===== config.mk =====
export PLATFORM = sky130hd
export DESIGN_NAME = scanline_cycle_budget_scheduler
export DESIGN_NICKNAME = d
export VERILOG_FILES = /design/src/rtl/core/scbs_pkg.sv /design/src/rtl/core/scbs_in_reg.sv /design/src/rtl/core/scbs_engine.sv /design/src/rtl/core/scanline_cycle_budget_scheduler.sv
export SDC_FILE = /design/constraint.sdc
export NUM_CORES = 1
export LEC_CHECK = 0
export BUFFER_PORTS_ARGS = -buffer_cell sky130_fd_sc_hd__buf_2
export CAP_MARGIN = 15
export CELL_PAD_IN_SITES_DETAIL_PLACEMENT = 0
export CELL_PAD_IN_SITES_GLOBAL_PLACEMENT = 1
export CORE_UTILIZATION = 42
export CTS_CLUSTER_DIAMETER = 40
export CTS_CLUSTER_SIZE = 28
export DETAILED_ROUTE_END_ITERATION = 8
export PLACE_DENSITY = 0.86
export SKIP_LAST_GASP = 1
export SYNTH_ARGS = -nofsm -noshare
export SYNTH_HDL_FRONTEND = slang
export SYNTH_SLANG_ARGS = --single-unit

===== constraint.sdc =====
create_clock -name clock -period 6.7 [get_ports clock]
set_input_delay 0.67 -clock clock [delete_from_list [all_inputs] [get_ports clock]]
set_output_delay 0.67 -clock clock [all_outputs]
set_load 0.01 [all_outputs]

===== src/rtl/core/scbs_pkg.sv =====
// Shared types and constants for the scanline cycle budget scheduler.
// No dependencies; imported by every module of the block.
package scbs_pkg;

   localparam int CPL_W      = 24;
   localparam int LINE_W     = 10;
   localparam int TSTATE_W   = 16;
   localparam int GRANT_W    = 16;
   localparam int FRAC_W     = 16;
   localparam int DEBT_W     = 24;
   localparam int FRAME_W    = 32;
   localparam int TOTAL_W    = 64;
   localparam int CSR_IDX_W  = 2;
   localparam int CSR_DATA_W = 24;
   localparam int RSP_DATA_W = 152;

   localparam logic ACTION_STEP   = 1'b0;
   localparam logic ACTION_REPORT = 1'b1;

   localparam logic [CSR_IDX_W-1:0] CSR_IDX_CPL      = 2'd0;
   localparam logic [CSR_IDX_W-1:0] CSR_IDX_LPF      = 2'd1;
   localparam logic [CSR_IDX_W-1:0] CSR_IDX_LAST_VIS = 2'd2;

   localparam logic [CPL_W-1:0]  CPL_RESET      = 24'd14927135;
   localparam logic [LINE_W-1:0] LPF_RESET      = 10'd262;
   localparam logic [LINE_W-1:0] LAST_VIS_RESET = 10'd191;
   localparam logic [DEBT_W-1:0] DEBT_MAX       = 24'hFFFFFF;

   typedef struct packed {
      logic [CPL_W-1:0]  cycles_per_line_q16;
      logic [LINE_W-1:0] lines_per_frame;
      logic [LINE_W-1:0] last_visible_line;
   } cfg_type;

   typedef struct packed {
      logic                action;
      logic [TSTATE_W-1:0] tstates;
   } req_item_type;

   typedef struct packed {
      logic [GRANT_W-1:0] cycles_granted;
      logic [LINE_W-1:0]  scanline;
      logic               visible;
      logic [FRAME_W-1:0] frame_count;
      logic [DEBT_W-1:0]  debt;
      logic [TOTAL_W-1:0] total_tstates;
   } rsp_item_type;

endpackage


===== src/rtl/core/scbs_in_reg.sv =====
// Input register stage: captures one request and holds it until the engine takes it.
// Depends on scbs_pkg.
module scbs_in_reg
   import scbs_pkg::*;
(
   input  logic         clock,
   input  logic         reset,
   input  logic         req_tvalid,
   output logic         req_tready,
   input  req_item_type req_item,
   input  logic         take,
   output logic         in_valid,
   output req_item_type in_item
);

   logic         valid_ff;
   logic         valid_in;
   req_item_type item_ff;
   logic         load;

   assign req_tready = !valid_ff || take;
   assign load       = req_tvalid && req_tready;
   assign in_valid   = valid_ff;
   assign in_item    = item_ff;

   always_comb begin
      if (load) begin
         valid_in = 1'b1;
      end else if (take) begin
         valid_in = 1'b0;
      end else begin
         valid_in = valid_ff;
      end
   end

   always_ff @(posedge clock) begin
      if (reset) begin
         valid_ff <= 1'b0;
      end else begin
         valid_ff <= valid_in;
      end
   end

   always_ff @(posedge clock) begin
      if (load) begin
         item_ff <= req_item;
      end
   end

endmodule


===== src/rtl/core/scbs_engine.sv =====
// Budget engine: scheduler state, the per-request update and the result register.
// Depends on scbs_pkg.
module scbs_engine
   import scbs_pkg::*;
(
   input  logic         clock,
   input  logic         reset,
   input  cfg_type      cfg,
   input  logic         in_valid,
   input  req_item_type in_item,
   output logic         take,
   output logic         rsp_valid,
   input  logic         rsp_ready,
   output rsp_item_type rsp_item
);

   logic [FRAC_W-1:0]  acc_fraction_ff, acc_fraction_in;
   logic [DEBT_W-1:0]  cycle_debt_ff, cycle_debt_in;
   logic [GRANT_W-1:0] last_grant_ff, last_grant_in;
   logic [LINE_W-1:0]  current_line_ff, current_line_in;
   logic [FRAME_W-1:0] frames_done_ff, frames_done_in;
   logic [TOTAL_W-1:0] tstate_total_ff, tstate_total_in;
   logic               rsp_valid_ff, rsp_valid_in;
   rsp_item_type       rsp_item_ff, rsp_item_in;

   logic [CPL_W:0]        acc;
   logic [8:0]            grant_raw;
   logic [8:0]            grant_net;
   logic                  grant_covers;
   logic [DEBT_W-1:0]     debt_after_step;
   logic [LINE_W-1:0]     line_inc;
   logic                  line_wrap;
   logic                  overshoot;
   logic [TSTATE_W-1:0]   over_amt;
   logic [DEBT_W:0]       debt_sum;
   logic [DEBT_W-1:0]     debt_after_report;
   logic [LINE_W-1:0]     shown_line;

   assign take      = in_valid && (!rsp_valid_ff || rsp_ready);
   assign rsp_valid = rsp_valid_ff;
   assign rsp_item  = rsp_item_ff;

   always_comb begin
      // Q16 accumulate; integer part is at most 256
      acc          = {{(CPL_W+1-FRAC_W){1'b0}}, acc_fraction_ff}
                     + {1'b0, cfg.cycles_per_line_q16};
      grant_raw    = acc[CPL_W:FRAC_W];
      // zero debt comes out of either branch unchanged
      grant_covers = {{(DEBT_W-9){1'b0}}, grant_raw} > cycle_debt_ff;
      if (grant_covers) begin
         grant_net       = grant_raw - cycle_debt_ff[8:0];
         debt_after_step = '0;
      end else begin
         grant_net       = 9'd0;
         debt_after_step = cycle_debt_ff - {{(DEBT_W-9){1'b0}}, grant_raw};
      end

      line_inc  = current_line_ff + 10'd1;
      line_wrap = (line_inc >= cfg.lines_per_frame) || (line_inc == '0);

      overshoot = in_item.tstates > last_grant_ff;
      over_amt  = in_item.tstates - last_grant_ff;
      debt_sum  = {1'b0, cycle_debt_ff} + {{(DEBT_W+1-TSTATE_W){1'b0}}, over_amt};
      debt_after_report = debt_sum[DEBT_W] ? DEBT_MAX : debt_sum[DEBT_W-1:0];

      acc_fraction_in = acc_fraction_ff;
      cycle_debt_in   = cycle_debt_ff;
      last_grant_in   = last_grant_ff;
      current_line_in = current_line_ff;
      frames_done_in  = frames_done_ff;
      tstate_total_in = tstate_total_ff;
      shown_line      = current_line_ff;

      if (in_item.action == ACTION_STEP) begin
         acc_fraction_in = acc[FRAC_W-1:0];
         cycle_debt_in   = debt_after_step;
         last_grant_in   = {{(GRANT_W-9){1'b0}}, grant_net};
         if (line_wrap) begin
            current_line_in = '0;
            frames_done_in  = frames_done_ff + 32'd1;
         end else begin
            current_line_in = line_inc;
         end
      end else begin
         tstate_total_in = tstate_total_ff + {{(TOTAL_W-TSTATE_W){1'b0}}, in_item.tstates};
         if (overshoot) begin
            cycle_debt_in = debt_after_report;
         end
      end

      rsp_item_in.cycles_granted = last_grant_in;
      rsp_item_in.scanline       = shown_line;
      rsp_item_in.visible        = shown_line <= cfg.last_visible_line;
      rsp_item_in.frame_count    = frames_done_in;
      rsp_item_in.debt           = cycle_debt_in;
      rsp_item_in.total_tstates  = tstate_total_in;

      if (take) begin
         rsp_valid_in = 1'b1;
      end else if (rsp_ready) begin
         rsp_valid_in = 1'b0;
      end else begin
         rsp_valid_in = rsp_valid_ff;
      end
   end

   always_ff @(posedge clock) begin
      if (reset) begin
         acc_fraction_ff <= '0;
         cycle_debt_ff   <= '0;
         last_grant_ff   <= '0;
         current_line_ff <= '0;
         frames_done_ff  <= '0;
         tstate_total_ff <= '0;
         rsp_valid_ff    <= 1'b0;
      end else begin
         rsp_valid_ff <= rsp_valid_in;
         if (take) begin
            acc_fraction_ff <= acc_fraction_in;
            cycle_debt_ff   <= cycle_debt_in;
            last_grant_ff   <= last_grant_in;
            current_line_ff <= current_line_in;
            frames_done_ff  <= frames_done_in;
            tstate_total_ff <= tstate_total_in;
         end
      end
   end

   always_ff @(posedge clock) begin
      if (take) begin
         rsp_item_ff <= rsp_item_in;
      end
   end

endmodule


===== src/rtl/core/scanline_cycle_budget_scheduler.sv =====
// Top level of the scanline cycle budget scheduler: config registers and stream ports.
// Depends on scbs_pkg, scbs_in_reg and scbs_engine.
//
// Usage:
//  - req channel: tuser is the action (step one scanline or report executed
//    T-states), tdata carries the T-state count, used on reports only.
//  - rsp channel: one status result per request, see the rsp_tdata layout.
//  - csr port: write-only; index 0 cycles per line (unsigned Q8.16),
//    1 lines per frame, 2 last visible line. Other indexes are dropped.
//    Write only while no request is in flight.
//  - Registers: an accepted request passes the input register, then the
//    result register, before its result shows.
//  - Throughput: one request per cycle while rsp_tready stays high; the engine
//    does its state update (accumulate, debt repay, line advance) per request.
//  - Reset clears all scheduler state and restores config defaults
//    (14927135, 262, 191); no result is pending after reset.
//  - When rsp_tready is low the result holds; the input register still
//    takes one more request, after which req_tready drops.
module scanline_cycle_budget_scheduler
   import scbs_pkg::*;
(
   input  logic                  clock,
   input  logic                  reset,
   input  logic                  req_tvalid,
   output logic                  req_tready,
   input  logic [TSTATE_W-1:0]   req_tdata,   // [15:0] tstates
   input  logic                  req_tuser,   // [0] action
   output logic                  rsp_tvalid,
   input  logic                  rsp_tready,
   // [15:0] cycles_granted, [25:16] scanline, [26] visible, [58:27] frame_count,
   // [82:59] debt, [146:83] total_tstates, [151:147] zero
   output logic [RSP_DATA_W-1:0] rsp_tdata,
   input  logic                  csr_we,
   input  logic [CSR_IDX_W-1:0]  csr_index,
   input  logic [CSR_DATA_W-1:0] csr_wdata
);

   cfg_type      cfg_ff;
   cfg_type      cfg_in;
   req_item_type req_item;
   req_item_type in_item;
   rsp_item_type rsp_item;
   logic         in_valid;
   logic         take;

   always_comb begin
      cfg_in = cfg_ff;
      if (csr_we) begin
         case (csr_index)
            CSR_IDX_CPL:      cfg_in.cycles_per_line_q16 = csr_wdata[CPL_W-1:0];
            CSR_IDX_LPF:      cfg_in.lines_per_frame     = csr_wdata[LINE_W-1:0];
            CSR_IDX_LAST_VIS: cfg_in.last_visible_line   = csr_wdata[LINE_W-1:0];
            default:          cfg_in = cfg_ff;
         endcase
      end
   end

   always_ff @(posedge clock) begin
      if (reset) begin
         cfg_ff.cycles_per_line_q16 <= CPL_RESET;
         cfg_ff.lines_per_frame     <= LPF_RESET;
         cfg_ff.last_visible_line   <= LAST_VIS_RESET;
      end else begin
         cfg_ff <= cfg_in;
      end
   end

   assign req_item.action  = req_tuser;
   assign req_item.tstates = req_tdata;

   scbs_in_reg u_in_reg (
      .clock      (clock),
      .reset      (reset),
      .req_tvalid (req_tvalid),
      .req_tready (req_tready),
      .req_item   (req_item),
      .take       (take),
      .in_valid   (in_valid),
      .in_item    (in_item)
   );

   scbs_engine u_engine (
      .clock     (clock),
      .reset     (reset),
      .cfg       (cfg_ff),
      .in_valid  (in_valid),
      .in_item   (in_item),
      .take      (take),
      .rsp_valid (rsp_tvalid),
      .rsp_ready (rsp_tready),
      .rsp_item  (rsp_item)
   );

   assign rsp_tdata = {5'd0,
                       rsp_item.total_tstates,
                       rsp_item.debt,
                       rsp_item.frame_count,
                       rsp_item.visible,
                       rsp_item.scanline,
                       rsp_item.cycles_granted};

endmodule


# After elaboration in Yosys (flattened, before gate mapping)
# Cells that the tools add are included.
# op_classes
n_addsub	8
n_lt_le_gt_ge	4
eq_ne	2
muxes	14
bitwise_logic	1
reduce_logical	15
# ops
op	count
$mux 24	4
$add 64x16->64	1
$mux 32	2
$mux 64	1
$add 32x1->32 const B	1
$add 16x24->25	1
$add 24x16->25	1
$gt 9x24->1	1
$sub 24x9->24	1
$gt 16x16->1	1
$mux 16	1
$sub 16x16->16	1
$add 10x1->10 const B	1
$ge 10x10->1	1
$le 10x10->1	1
$logic_not 10->1	1
$mux 10	1
$mux 9	1
$sub 9x9->9	1
$reduce_and 2->1	4
$mux 1	4
$reduce_bool 2->1	2
$logic_or 1x1->1	3
$eq 2x1->1 const B	1
other kinds (5)	7
# totals
regBits	372
inputBits	48
out_inout_bits	154
word_cells	63

# Logic depth before layout (Yosys ltp)
# Gate-level depths: netlist (run 1).
# logic_depth
word_depth	6
depth_mapped	22
depth_no_buf	20

# Modules after synthesis
# Synthesis (run 1) repeated with hierarchy kept, for this count alone.
# unflattened
hier_cells	2322
area_unflattened_um2	21538.2
# by_module_without_submodules
mod	n_inst	cells_per_inst	area_per_inst_um2	seq_area_each_um2
scbs_engine	1	2112	19092.1	7677.4
scanline_cycle_budget_scheduler	1	188	1880.6	880.8
scbs_in_reg	1	22	565.5	530.5

# Least setup slack after synthesis (run 1)
# Ideal clock, no wire load.
# synth_path
path_kind	input to register
start	input rsp_tready
end	register u_engine.rsp_item_ff, in the netlist u_engine.rsp_item[0], enable pin
setup_ns	0.568
arrival_time_ns	5.707
t_required_ns	6.132
slack_ns	0.425
path_stages	6
n_path_buf	3
cell_sequence	nor2b_1 nand2b_1 inv_1 clkbuf_1 clkbuf_1 clkbuf_1
# synth_via
elab_chain_len	2
# synth_rtl
element	line_no	rtl
start, declared	scanline_cycle_budget_scheduler.sv:29	input logic rsp_tready,
$logic_or 1x1->1	scbs_engine.sv:39	assign take = in_valid && (!rsp_valid_ff || rsp_ready);
$logic_and 1x1->1	scbs_engine.sv:39	
named net take	scanline_cycle_budget_scheduler.sv:44	logic take;
end signal, assigned	scbs_engine.sv:131	rsp_item_ff <= rsp_item_in;
end, declared	scbs_engine.sv:24	rsp_item_type rsp_item_ff, rsp_item_in;
# The timed path passes the listed nets, and every way through them passes these cells.
# A chain may end at the register's enable or synchronous reset.

# Final worst setup path (run 1)
# layout_path
start	register cfg_ff[20] (netlist bit)
end	register u_engine.rsp_item_ff, in the netlist u_engine.rsp_item[84], data pin
# layout_via
elab_chain_len	4
elab_cells_between_ends	5
classes_between	add/sub (2); order compare (1); mux (2)
# layout_rtl
element	line_no	rtl
start, declared	scanline_cycle_budget_scheduler.sv:38	cfg_type cfg_ff;
start signal, assigned	scanline_cycle_budget_scheduler.sv:64	cfg_ff <= cfg_in;
$add 16x24->25 *	scbs_engine.sv:46	+ {1'b0, cfg.cycles_per_line_q16};
$sub 24x9->24 or $gt 9x24->1 (tied branches)	scbs_engine.sv:55, scbs_engine.sv:49	
$mux 24 *	scbs_engine.sv:50	if (grant_covers) begin
$mux 24 *	scbs_engine.sv:74	if (in_item.action == ACTION_STEP) begin
named net u_engine.cycle_debt_in[20]	scbs_engine.sv:18	logic [DEBT_W-1:0] cycle_debt_ff, cycle_debt_in;
# The timed path passes the listed nets; every way through them passes the cells marked *.

==> results of run 1 <==
==> area by class of cell <==
| type | count | area (µm²) | area share |
|---|---|---|---|
| clock buffer | 66 | 1565 | 0.06500 |
| tap | 615 | 769.5 | 0.03195 |
| multi-input combinational | 1682 | 10730 | 0.4455 |
| inverter | 83 | 319.1 | 0.01325 |
| sequential | 372 | 9089 | 0.3774 |
| clock inverter | 45 | 485.5 | 0.02016 |
| timing repair buffer | 215 | 1126 | 0.04676 |
==> layout by cell type (no fill, tap or decap), drive strengths merged, types with 8 or more instances in the layout <==
master and instances:
xor2 115, nor2 178, clkinv 15, ha 103
o21ai 101, and2 14, o211ai 23, inv 105
nand4 43, edfxtp 164, nand3b 10, nor2b 15
nand2b 15, nand3 94, and3 34, or2 14
a21o 32, a21oi 158, dfxtp 208, nor4 20
clkbuf 66, nand2 289, nor3b 8, or3 21
nor3 71, a31oi 22, xnor2 106, buf 215
mux2 14, or4 21, o21a 16, o31ai 20
==> report_power, final <==
part,switching [mW],internal [mW]
clock network,1.22,1.89
logic,0.541,0.324
registers,0.0697,2.47
total,1.83,4.69
==> per-stage QoR <==
stage | cell area [µm²] | power, mW | worst slack, ps | cells
2_1_floorplan | 20580 | 3.182 | 424.9 | 2253
3_3_place_gp | 22030 | 3.427 | 1483 | 2967
3_5_place_dp | 22030 | 3.442 | 1424 | 2967
4_1_cts | 24080 | 6.570 | 1368 | 3078
5_1_grt | 24080 | 6.770 | 1002 | 3078
6_report | 24080 | 6.521 | 1395 | 3078
==> state kept, by name, indices dropped and copies added, names as in the netlist <==
name	flops
u_engine.cycle_debt_ff	24
u_engine.rsp_valid	1
u_engine.tstate_total_ff	64
cfg_ff	44
u_engine.acc_fraction_ff	16
u_in_reg.in_item	17
u_engine.last_grant_ff	16
u_engine.current_line_ff	10
u_engine.rsp_item	147
u_in_reg.in_valid	1
u_engine.frames_done_ff	32
==> worst max-delay path: stages, from the launching register on <==
cell      delay [ps]
dfxtp_1          310
ha_1             220
fa_1             400
a21o_1           180
a21oi_1          260
o21bai_1         130
a31oi_1          280
o311ai_0         200
a21oi_1          410
nor2_1           130
xor2_1           160
ha_1             370
nor2b_1          180
o31a_1           280
o21a_1           270
or3_1            500
o311ai_0         380
o31ai_1          140
a21oi_1          200
inv_1             60
==> worst paths after layout <==
check	cells past startpoint	startpoint	end
worst max register to register	19	cfg_ff[20]$_SDFFE_PP1P_	u_engine.rsp_item[84]$_DFFE_PP_
worst max-delay path	19	cfg_ff[20]$_SDFFE_PP1P_	u_engine.rsp_item[84]$_DFFE_PP_
worst min-delay path	1	req_tdata[13]	u_in_reg.in_item[13]$_DFFE_PP_
worst min register to register	2	cfg_ff[13]$_SDFFE_PP0P_	cfg_ff[13]$_SDFFE_PP0P_
==> logic make-up after synthesis <==
group / after synthesis / synth area share
AO/OA/AOI/OAI: 467 / 0.1443
adder cells (fa/ha/maj): 109 / 0.06850
multiplexers: 18 / 0.009612
buffers and inverters: 199 / 0.03839
flip-flops: 372 / 0.4419
XOR/XNOR: 221 / 0.09412
AND/OR/NAND/NOR: 862 / 0.2030
other: 1 / 0.0001823
==> metal layers <==
metal | up-vias | wire, µm
li1 | 8404 | -
met1 | 8236 | 24980
met2 | 512 | 25750
met3 | 107 | 3119
met4 | 0 | 1515
met5 | - | 0
==> metrics, run 1 <==
status finished clean; first-pass GRT wire length 87380 µm; slew at the pin closest to its max-slew limit 1127 ps; final hold viol count 0; CTS Sinks 372; RSZ-0062 raised after global routing false; final-stage net count 2570; met1 Usage GRT 0.2947; Startpoint Class flop; Unique masters post-synth 83; Clk Latency, worst-skew pair 610 ps; Yosys top cell by area edfxtp_1; die area 0.04986 mm²; VDD IR max 0.1785 mV; Arrival @ worst endpoint 5660 ps; Rows 80; Post-CTS Hold Fix Bufs 0; Worst Path Required 7060 ps; Fmax 0.1885 GHz; Top Usage Layer GRT met2; Worst Path Max Fanout 7; final setup fails 0; Clock Tree Buf Depth 3; skew final 15.55 ps; asr flop ratio synth 0; Slew HR 0.2417; final period utilization 0.7918; vias 17259; final routed DRC violation total 0; PostCTS Resize Cnt 0; core area 0.04805 mm²; CTS tree built; Max Cap Viol 0; GRT Util Overall 0.2181; Setup TNS Final 0 ps; CTS clk-pin slew, worst paths 60 ps; antenna violations before repair 0; hold_ws 233.0 ps; Syn-to-layout area delta 17.10%; met2 Usage GRT 0.3536; vias in the first global route 16270; count leader, synth nand2_1; Setup CP Type flop to flop; layout cell share with drive strength beyond 1 0.1563; Mean Syn Cell Area 9.144 µm²; First DRT Iteration DRCs 1439; Post-CTS Setup Bufs 0; largest net degree at the start of global routing 82; top post-synthesis cells by count 288 x nand2_1, 208 x dfxtp_1, 178 x nor2_1, 164 x edfxtp_1, 157 x a21oi_1; RePlAce Congestion 0.9058; Post-synth EDFFs 164; #FFs+latches synth 372; R2R setup slack 1390 ps; Final Max Tran Viols 0; diode count 0; Cells after Synth 2249; CTS root buffer clkbuf_16; total CTS buffers 59; Filler cells 4422; PortBufs 196; First-pass DRT Iterations 5; Ports 202; Synth Warn # 0; sequential fraction of the synthesis area 0.4419; H-tree depth 2; hold crit path type primary input to flop; Leakage 9.455 nW; met3 Track Usage GR 0.03595; DP HPWL 38780 µm; vias per cell 5.607; synth top area cells edfxtp_1 24%, dfxtp_1 20%, ha_1 6.3%; Congestion Overflow GR 0; min cycle time layout 5305 ps; Die W 223.3 µm; post-synth top area share 0.2395; synthesized area 0.02057 mm²; Die H 223.3 µm; Top FF cell, synth dfxtp_1; WL final 55360 µm; Power Density 270.8 mW/mm²; initial core utilization 0.4280; post-route ant nets 0; crit end category flop; drt wl/cell 17.99 µm; Layout Utilization 0.5012
(Power assumes the default switching activity.)
==> run 2: changes to the inputs <==
- ABC_AREA: default -> 1
- CORE_UTILIZATION: 42 -> 40
- clock period: 6.7 -> 4.5 ns (I/O delays scaled with it)
==> metrics, run 2 <==
Worst Path Required 5070 ps (-1990 ps); post-route ant nets 0 (unchanged); status finished clean; final setup fails 0 (unchanged); First-pass DRT Iterations 5 (unchanged); asr flop ratio synth 0 (unchanged); most frequent cells in the layout 744 x nand2_1, 495 x inv_1, 224 x a21oi_1; Max Cap Viol 0 (unchanged); Top Usage Layer GRT met2; WL final 61480 µm (+11%); CTS root buffer clkbuf_16; Clk Latency, worst-skew pair 620 ps (about the same); diode count 0 (unchanged); Congestion Overflow GR 0 (unchanged); Die H 235.8 µm (+5.6%); final routed DRC violation total 0 (unchanged); Filler cells 5435 (+23%); skew final 18.41 ps (+2.867 ps); synthesized area 0.02187 mm² (+6.3%); Arrival @ worst endpoint 4760 ps (-900 ps); final-stage net count 3350 (+30%); met1 Usage GRT 0.3052 (+0.01049); area of the multi-input gates 0.01050 mm² (-2.1%); Slew HR 0.3990 (+0.1573); Power Density 404.6 mW/mm² (+49%); vias in the first global route 18430 (+13%); post-synth top area share 0.2252 (-0.01426); storage element area 0.009089 mm² (unchanged); GRT Util Overall 0.2210 (+0.002945); max FFs per register 147 (unchanged); final hold viol count 0 (unchanged); slew at the pin closest to its max-slew limit 901.5 ps (-225.6 ps); RePlAce Congestion 0.9032 (-0.29%); layout cell share with drive strength beyond 1 0.1128 (-0.04356); design area 0.02576 mm² (+7.0%); Cells after Synth 3000 (+33%); Post-CTS Setup Bufs 0 (unchanged); Layout Utilization 0.4778 (-0.02344); count leader, synth nand2_1; CTS Sinks 372 (unchanged); first-pass GRT wire length 98880 µm (+13%); PortBufs 196 (unchanged); Design Power 10.42 mW (+60%); most common cell after layout, fill and taps aside nand2_1; Worst Path Max Fanout 6 (-1); largest net degree at the start of global routing 131 (+60%); H-tree depth 2 (unchanged); Top FF cell, synth dfxtp_1; Synth Warn # 0 (unchanged); Startpoint Class flop; Yosys top cell by area edfxtp_1; hold crit path type primary input to flop; Mean Syn Cell Area 7.289 µm² (-20%); Clock Tree Buf Depth 3 (unchanged); met2 Usage GRT 0.3496 (-0.004027); antenna violations before repair 2 (+2); Unique masters post-synth 50 (-40%); CTS tree built; First DRT Iteration DRCs 1526 (+6.0%); drt wl/cell 15.60 µm (-13%); synth top area cells edfxtp_1 23%, dfxtp_1 19%, nand2_1 13%; Rows 85 (+6.3%); Die W 235.8 µm (+5.6%); core area 0.05392 mm² (+12%); DP HPWL 44520 µm (+15%); Setup CP Type flop to flop; met3 Track Usage GR 0.03604 (+0.00009030); total CTS buffers 61 (+3.4%); initial core utilization 0.4056 (-0.02248); Post-Place Cell Area 0.02350 mm² (+6.6%); Final Max Tran Viols 0 (unchanged); vias per cell 4.978 (-11%); vias 19622 (+14%); RSZ-0062 raised after global routing true; die area 0.05561 mm² (+12%); Fmax 0.2387 GHz (+27%); crit end category flop; sequential fraction of the synthesis area 0.4156 (-0.02632); Syn-to-layout area delta 17.81%; Leakage 12.33 nW (+30%); Post-synth EDFFs 164 (unchanged); final period utilization 0.9310 (+0.1391); Ports 202 (unchanged); CTS clk-pin slew, worst paths 60 ps (about the same); VDD IR max 0.3214 mV (+80%); #FFs+latches synth 372 (unchanged); hold_ws 39.80 ps (-193.2 ps); top post-synthesis cells by count 745 x nand2_1, 497 x inv_1, 228 x a21oi_1, 224 x nor2_1, 223 x nand3_1; min cycle time layout 4189 ps (-1116 ps)
==> run 2: cell types whose count changed in the layout (fill, tap and decap cells not counted), sizes merged, moves of 50 or more <==
cell / before / now
a21oi: 158 / 228
nand2: 289 / 753
xor2: 115 / 65
inv: 105 / 521
nand3: 94 / 223
xnor2: 106 / 22
o21ai: 101 / 217
==> run 2: final timing paths <==
path	startpoint	endpoint	slack, ps	cells after the start
worst max-delay path	cfg_ff[20]$_SDFFE_PP1P_	u_engine.cycle_debt_ff[3]$_SDFFE_PP0P_	310	21
worst min-delay path	csr_wdata[10]	cfg_ff[30]$_SDFFE_PP1P_	40	3
worst max register to register	cfg_ff[20]$_SDFFE_PP1P_	u_engine.cycle_debt_ff[3]$_SDFFE_PP0P_	310	21
worst min register to register	cfg_ff[8]$_SDFFE_PP0P_	cfg_ff[8]$_SDFFE_PP0P_	470	2
==> run 2: kinds of logic after synthesis <==
group / count (synthesis) / share of synthesized area
and+or+nand+nor: 1324 / 0.2545
DFF: 372 / 0.4156
adders and majority gates: 109 / 0.06442
AOI/OAI and AO/OA: 508 / 0.1235
buffers and inverters: 599 / 0.1069
xor gates and xnor gates: 87 / 0.03484
other: 1 / 0.0001715
==> run 2: per-stage QoR <==
step	cells	setup slack (ps)	setup TNS, ps
6_report	3942	310.7	0
5_1_grt	3942	-9.320	-9.320
4_1_cts	3942	84.95	0
3_5_place_dp	3819	123.7	0
3_3_place_gp	3819	238.4	0
2_1_floorplan	3004	705.9	0
==> run 2: cell type report <==
class | count | area share
Clock buffer | 72 | 0.06323
Clock inverter | 44 | 0.02103
Inverter | 503 | 0.07373
Multi-Input combinational cell | 2033 | 0.4075
Sequential cell | 372 | 0.3528
Tap cell | 696 | 0.03380
Timing Repair Buffer | 222 | 0.04789
==> run 2: routing by layer <==
layer	vias up	wire length (µm)
met5	-	22
met4	4	1701
met3	93	3276
met2	483	27100
met1	8911	29380
li1	10131	-
==> run 2: worst max-delay path, cell delays in order, from the launching register on <==
cell and delay, ps:
dfxtp_1 310, ha_1 220, fa_1 410, nand3_1 100, nand2_1 90, a21oi_2 220, o21ai_0 200, a21oi_2 240
o21ai_2 100, xor2_1 160, ha_1 230, fa_1 430, o21ai_2 240, nand2_1 100, nand2_1 110, nand3b_1 100
nand2_2 150, nand2_2 100, buf_4 190, o21ai_0 220, o21ai_0 110, inv_1 80
==> run 2: where the power goes <==
group	leakage (nW)	switching [mW]	internal (mW)	total, mW
clock network	1.04	1.86	3.01	4.87
logic	8.02	1.08	0.539	1.62
registers	3.27	0.164	3.77	3.94
==> run 2: repair_timing <==
item / 4_1_cts / 5_1_grt
hold buffers: 7 / 0
endpoints found under the hold margin: 7 / 0
setup endpoints to repair: 0 / 52
gates resized for setup: 0 / 10
